[src/rtl/hrpc_pkg.sv]
// ----------------------------------------------------------------------------
// hrpc_pkg
// Types, codes and constant functions shared by the heading rotator blocks.
// ----------------------------------------------------------------------------
package hrpc_pkg;

    typedef enum logic [1:0] {
        MODE_MOUSE_YAW   = 2'd0,
        MODE_JOY_YAW     = 2'd1,
        MODE_JOY_PITCH   = 2'd2,
        MODE_MOUSE_PITCH = 2'd3
    } t_mode;

    typedef enum logic [2:0] {
        S_IDLE,
        S_GAIN,
        S_PITCH,
        S_MUL_X,
        S_MUL_Y,
        S_LAUNCH,
        S_CORDIC,
        S_DONE
    } t_state;

    localparam logic [2:0] CFG_MOUSE_TURN_GAIN  = 3'd0;
    localparam logic [2:0] CFG_JOY_TURN_GAIN    = 3'd1;
    localparam logic [2:0] CFG_MOUSE_PITCH_GAIN = 3'd2;
    localparam logic [2:0] CFG_JOY_PITCH_GAIN   = 3'd3;
    localparam logic [2:0] CFG_PITCH_LIMIT      = 3'd4;
    localparam logic [2:0] CFG_JOY_DEAD_ZONE    = 3'd5;

    localparam int unsigned ATAN_LEN = 30;

    localparam logic [31:0] HALF_PI_Q30 = 32'd1686629713;
    localparam logic [31:0] ONE_Q30     = 32'h4000_0000;

    localparam logic [30:0] ATAN_Q30 [ATAN_LEN] = '{
        31'd843314857, 31'd497837829, 31'd263043837, 31'd133525159, 31'd67021687,
        31'd33543516,  31'd16775851,  31'd8388437,   31'd4194283,   31'd2097149,
        31'd1048576,   31'd524288,    31'd262144,    31'd131072,    31'd65536,
        31'd32768,     31'd16384,     31'd8192,      31'd4096,      31'd2048,
        31'd1024,      31'd512,       31'd256,       31'd128,       31'd64,
        31'd32,        31'd16,        31'd8,         31'd4,         31'd2
    };

    // Token handed from cell to cell along the rotation chain
    typedef struct packed {
        logic               valid;
        logic signed [33:0] x;
        logic signed [33:0] y;
        logic signed [32:0] z;
    } t_cordic;

    // Shift-subtract quotient, used at elaboration only
    function automatic logic [63:0] f_udiv64(input logic [63:0] n, input logic [63:0] d);
        logic [64:0] rem;
        logic [63:0] quo;
        rem = '0;
        quo = '0;
        for (int b = 63; b >= 0; b--) begin
            rem = {rem[63:0], n[b]};
            if (rem >= {1'b0, d}) begin
                rem    = rem - {1'b0, d};
                quo[b] = 1'b1;
            end
        end
        return quo;
    endfunction

    function automatic logic [63:0] f_isqrt64(input logic [63:0] v);
        logic [63:0] val;
        logic [63:0] res;
        logic [63:0] bitv;
        val  = v;
        res  = '0;
        bitv = 64'd1 << 62;
        for (int k = 0; k < 32; k++) begin
            if (val >= res + bitv) begin
                val = val - (res + bitv);
                res = (res >> 1) + bitv;
            end else begin
                res = res >> 1;
            end
            bitv = bitv >> 2;
        end
        return res;
    endfunction

    // Rotation gain compensation constant in Q30
    function automatic logic [30:0] f_cordic_gain(input int unsigned steps);
        logic [63:0] p;
        logic [63:0] r;
        p = 64'd1 << 62;
        for (int unsigned i = 0; i < ATAN_LEN; i++) begin
            if (i < steps) begin
                p = p - f_udiv64(p, (64'd1 << (2 * i)) + 64'd1);
            end
        end
        r = (f_isqrt64(p) + 64'd1) >> 1;
        return r[30:0];
    endfunction

endpackage

[src/rtl/hrpc_cordic_cell.sv]
// ----------------------------------------------------------------------------
// hrpc_cordic_cell
// One micro-rotation of the vector chain, registered towards the next cell.
// ----------------------------------------------------------------------------
module hrpc_cordic_cell
    import hrpc_pkg::*;
#(
    parameter int unsigned STEP = 0
) (
    input  logic    i_clk,
    input  logic    i_rst_n,
    input  t_cordic i_cell,
    output t_cordic o_cell
);

    localparam logic signed [32:0] ATAN_STEP = $signed({2'b00, ATAN_Q30[STEP]});

    t_cordic r_cell;
    t_cordic n_cell;

    always_comb begin
        n_cell.valid = i_cell.valid;
        // z sign picks the direction; shifts are arithmetic, i.e. floor
        if (!i_cell.z[32]) begin
            n_cell.x = i_cell.x - (i_cell.y >>> STEP);
            n_cell.y = i_cell.y + (i_cell.x >>> STEP);
            n_cell.z = i_cell.z - ATAN_STEP;
        end else begin
            n_cell.x = i_cell.x + (i_cell.y >>> STEP);
            n_cell.y = i_cell.y - (i_cell.x >>> STEP);
            n_cell.z = i_cell.z + ATAN_STEP;
        end
    end

    // only the valid bit is reset; the data fields just follow
    always_ff @(posedge i_clk) begin
        r_cell.x <= n_cell.x;
        r_cell.y <= n_cell.y;
        r_cell.z <= n_cell.z;
        if (!i_rst_n) begin
            r_cell.valid <= 1'b0;
        end else begin
            r_cell.valid <= n_cell.valid;
        end
    end

    assign o_cell = r_cell;

endmodule

[config.mk]
export PLATFORM = sky130hd
export DESIGN_NAME = hrpc_cordic_cell
export DESIGN_NICKNAME = d
export VERILOG_FILES = /design/src/rtl/hrpc_pkg.sv /design/src/rtl/hrpc_cordic_cell.sv
export SDC_FILE = /design/constraint.sdc
export NUM_CORES = 1
export LEC_CHECK = 0
export CORE_AREA = 2 2 161 163
export CTS_CLUSTER_DIAMETER = 50
export DETAILED_ROUTE_END_ITERATION = 6
export DIE_AREA = 0 0 163 165
export DONT_BUFFER_PORTS = 1
export GPL_TIMING_DRIVEN = 0
export PLACE_DENSITY = 0.62
export SYNTH_ARGS = -nofsm -noshare
export SYNTH_HDL_FRONTEND = slang
export SYNTH_SLANG_ARGS = --single-unit
[constraint.sdc]
create_clock -name i_clk -period 10.91 [get_ports i_clk]
set_input_delay 2.182 -clock i_clk [delete_from_list [all_inputs] [get_ports i_clk]]
set_output_delay 2.182 -clock i_clk [all_outputs]
set_load 0.02 [all_outputs]
==> run_results.csv <==
group,metric,value,unit
logic_synthesis,yosys-top-cells-area,"dfxtp_1 (20%), ha_1 (16%), a21oi_1 (6.9%), xnor2_1 (6.2%), inv_1 (4.2%)",
clock_network,numCtsBuffers,9,
clock_network,clock_sinks,101,
setup_path,path_max_fanout,25,
clock_network,cts_setup_buffers,0,
worst_hold_path,min-delay-start,"i_cell[0]",
worst_hold_path,whs_path_depth,1,
cells_and_area,nets,1508,
clock_network,cts_max_level,3,
floorplan,core,0.0250,mm2
setup_path,cp_cell_sequence,"inv_2 > clkbuf_2 > ha_1 > a21o_1 > a21oi_1 > nor2_1 > a31oi_1 > a2111o_1 > a21oi_2 > o41ai_2 > mux2_4 > nor4_2",
logic_synthesis,synth_area_per_cell,7.87,um2
grt,grt_pass1_wl,49000,um
grt,grt_pass1_vias,9036,
setup_path,critical_path.endpoint_type,"flip-flop",
timing,final-max-slew-violation-count,0,
clock_network,clock-root-buffer,"clkbuf_16",
place,port_buffers,0,
floorplan,start_util,39.6,%
logic_synthesis,synth_top_cell_by_area,"dfxtp_1",
route,postRouteAntennaNets,0,
timing,fin_hold_ws,1.92,ns
setup_path,worstPathArrival,5.70,ns
logic_synthesis,synth_seq_cells,101,
outcome,outcome,"complete, no violations",
place,hpwl,25500,um
place,gp_congestion,0.918,
setup_path,slowest_stage,"clkbuf_2",
timing,setup_viol,0,
cells_and_area,area_growth,7.20,%
route,viasPerCell,5.80,
floorplan,die_area,0.0269,mm2
power,power.share.clock,23.4,%
setup_path,crit_path_start_kind,"primary input",
route,firstDrtPassIters,6,
logic_synthesis,netlist_area,0.00991,mm2
run,maxCapViolations,0,
grt,grt_util_met2,40.5,%
logic_synthesis,yosysUniqueCellTypes,93,
timing,slew_headroom,41.6,%
logic_synthesis,syn_nets,1497,
timing,period_needed,5.41,ns
grt,grt_use_total,23.3,%
clock_network,clockBufferDepth,2,
worst_hold_path,min_path_type,"primary input to flip-flop",
logic_synthesis,syn_inst,1259,
route,vias,9308,
clock_network,cts_tree,"yes",
route,drc,0,
cells_and_area,insertedDiodeCount,0,
floorplan,die_h,165,um
power,power_density,135,mW/mm2
grt,grt_max_degree,26,
grt,antenna_found_initial,0,
setup_path,slowest_delay,0.68,ns
worst_hold_path,hold_path_end,"o_cell[0]",
cells_and_area,largest_register_ffs,101,
logic_synthesis,yosysWarnings,0,
timing,tightest_slew,0.877,ns
grt,top_usage_layer,"met2",
route,drt_iter0_markers,790,
setup_path,criticalPathCategory,"primary input to flip-flop",
logic_synthesis,synth_flop_cell,"dfxtp_1",
grt,use_met3,4.27,%
setup_path,crit_required,11.20,ns
timing,period_share,49.6,%
power,p_sw,0.000620,W
route,drt_wl_total,31900,um
floorplan,top_level_ports,206,
grt,gr-total-overflow,0,
place,dpl_worst_slack,5.07,ns
power,swShare,43.2,%
power,irDropWorstVdd,0.0000869,V
timing,fmax,185,MHz
cells_and_area,drive_gt1_share,6.98,%
route,wire_per_inst,19.9,um
clock_network,ctsHoldBuffers,0,
timing,rsz0062_at_grt,"no",
clock_network,clk_pin_slew,0.09,ns
grt,grtUsageMet1,29.3,%
logic_synthesis,synth_edf_count,0,
timing,fin_tns_setup,0,ns
power,p_comb_share,34.7,%
logic_synthesis,yosysSeqAreaShare,20.4,%
timing,final_hold_viol_count,0,
floorplan,fp.dieW,163,um
clock_network,cts-resized-gates,0,
power,p_int,0.000815,W
power,p_leak,4.65,nW
logic_synthesis,synthArstFlopShare,0,%
power,seqPwrFrac,41.9,%
timing,worst_slack,5.50,ns
logic_synthesis,netlist.area_leader.share,20.4,%
floorplan,placementRows,58,
[stage by stage]
stage | cells | area, um2 | total power [W] | util, %
finish | 1605 | 10600 | 0.00144 | 42.4
global placement | 1589 | 10300 | 0.00110 | 41.2
floorplan | 1259 | 9910 | 0.000969 | -
detailed placement | 1589 | 10300 | 0.00110 | 41.2
global route | 1605 | 10600 | 0.00151 | 42.4
CTS | 1605 | 10600 | 0.00144 | 42.4
[how the worst max path moves through the flow]
stage / from / end / slack (ns) / depth (start not counted)
finish: i_cell[32] / o_cell[31] / 5.50 / 12
global route: i_cell[32] / o_cell[31] / 5.36 / 12
CTS: i_cell[32] / o_cell[31] / 5.45 / 12
detailed placement: i_cell[32] / o_cell[31] / 5.07 / 12
global placement: i_cell[32] / o_cell[31] / 4.33 / 12
floorplan: i_cell[32] / o_cell[31] / 5.63 / 12
[worst max-delay path, delay by kind of cell]
| kind | cells | cell delay (ns) |
|---|---|---|
| adder cells (fa/ha/maj) | 1 | 0.37 |
| multiplexers | 1 | 0.35 |
| buffers and inverters | 2 | 0.84 |
| AO/OA/AOI/OAI | 6 | 1.57 |
| AND/OR/NAND/NOR | 2 | 0.37 |
[layout by cell type (no fill, tap or decap), types with 5 or more instances in the layout]
| cell | instances |
|---|---|
| o31ai_1 | 25 |
| buf_1 | 5 |
| nand3_1 | 20 |
| nor3b_1 | 5 |
| nand3b_1 | 7 |
| inv_2 | 5 |
| ha_1 | 130 |
| dfxtp_1 | 101 |
| or3_1 | 7 |
| a21oi_1 | 137 |
| o41ai_1 | 5 |
| nand2b_1 | 19 |
| a211oi_1 | 17 |
| clkbuf_16 | 9 |
| buf_6 | 8 |
| nor2_1 | 108 |
| and2_1 | 5 |
| nor3_1 | 33 |
| o21a_1 | 13 |
| a31oi_1 | 10 |
| buf_2 | 8 |
| clkbuf_1 | 23 |
| a21o_1 | 36 |
| xor2_1 | 12 |
| xnor2_1 | 70 |
| clkbuf_8 | 7 |
| o21bai_1 | 26 |
| nand4_1 | 12 |
| o211ai_1 | 10 |
| inv_1 | 111 |
| nand2_1 | 60 |
| o21ai_0 | 75 |
| mux2i_1 | 10 |
| nor2b_1 | 16 |
| o21ai_1 | 10 |
[metal layers]
| layer | vias to the layer above | part of all wire (%) |
|---|---|---|
| met1 | 4377 | 43 |
| li1 | 4503 | - |
| met2 | 382 | 48 |
| met4 | 0 | 1.9 |
| met5 | - | 0 |
| met3 | 46 | 7.3 |
[power groups by stage]
| stage | sequential, W | combinational [W] | clock (W) |
|---|---|---|---|
| after floorplan | 0.000593 | 0.000376 | 0 |
| after global placement | 0.000612 | 0.000487 | 0 |
| after detailed placement | 0.000612 | 0.000489 | 0 |
| after CTS | 0.000604 | 0.000492 | 0.000344 |
| after global routing | 0.000611 | 0.000546 | 0.000358 |
| final | 0.000601 | 0.000499 | 0.000336 |
[cell families (layout without fill, tap and decap cells)]
group	Yosys count	count (layout)	share of synthesized area, %
AO/OA/AOI/OAI	438	438	29.6
XOR/XNOR	82	82	7.25
adder cells (fa/ha/maj)	134	134	17.2
buffers and inverters	172	188	8.01
flip-flops	101	101	20.4
multiplexers	13	13	1.39
AND/OR/NAND/NOR	319	319	16.1
[synth_stat cells, drive strengths merged, types with 25 or more instances]
library cell / n
a21o: 38
o21ai: 85
nor2: 109
nand2: 60
dfxtp: 101
clkbuf: 31
nor3: 34
ha: 130
xnor2: 70
o21bai: 27
o31ai: 25
inv: 116
a21oi: 141
[cell type report]
type	instances	area [um2]
clock inverters	7	73.8
inverters	118	443
clock buffers	9	225
well taps	330	413
multi-input cells	986	7090
fillers	2575	14400
plain buffers	54	352
flip-flops and latches	101	2020
(Power assumes the default switching activity.)
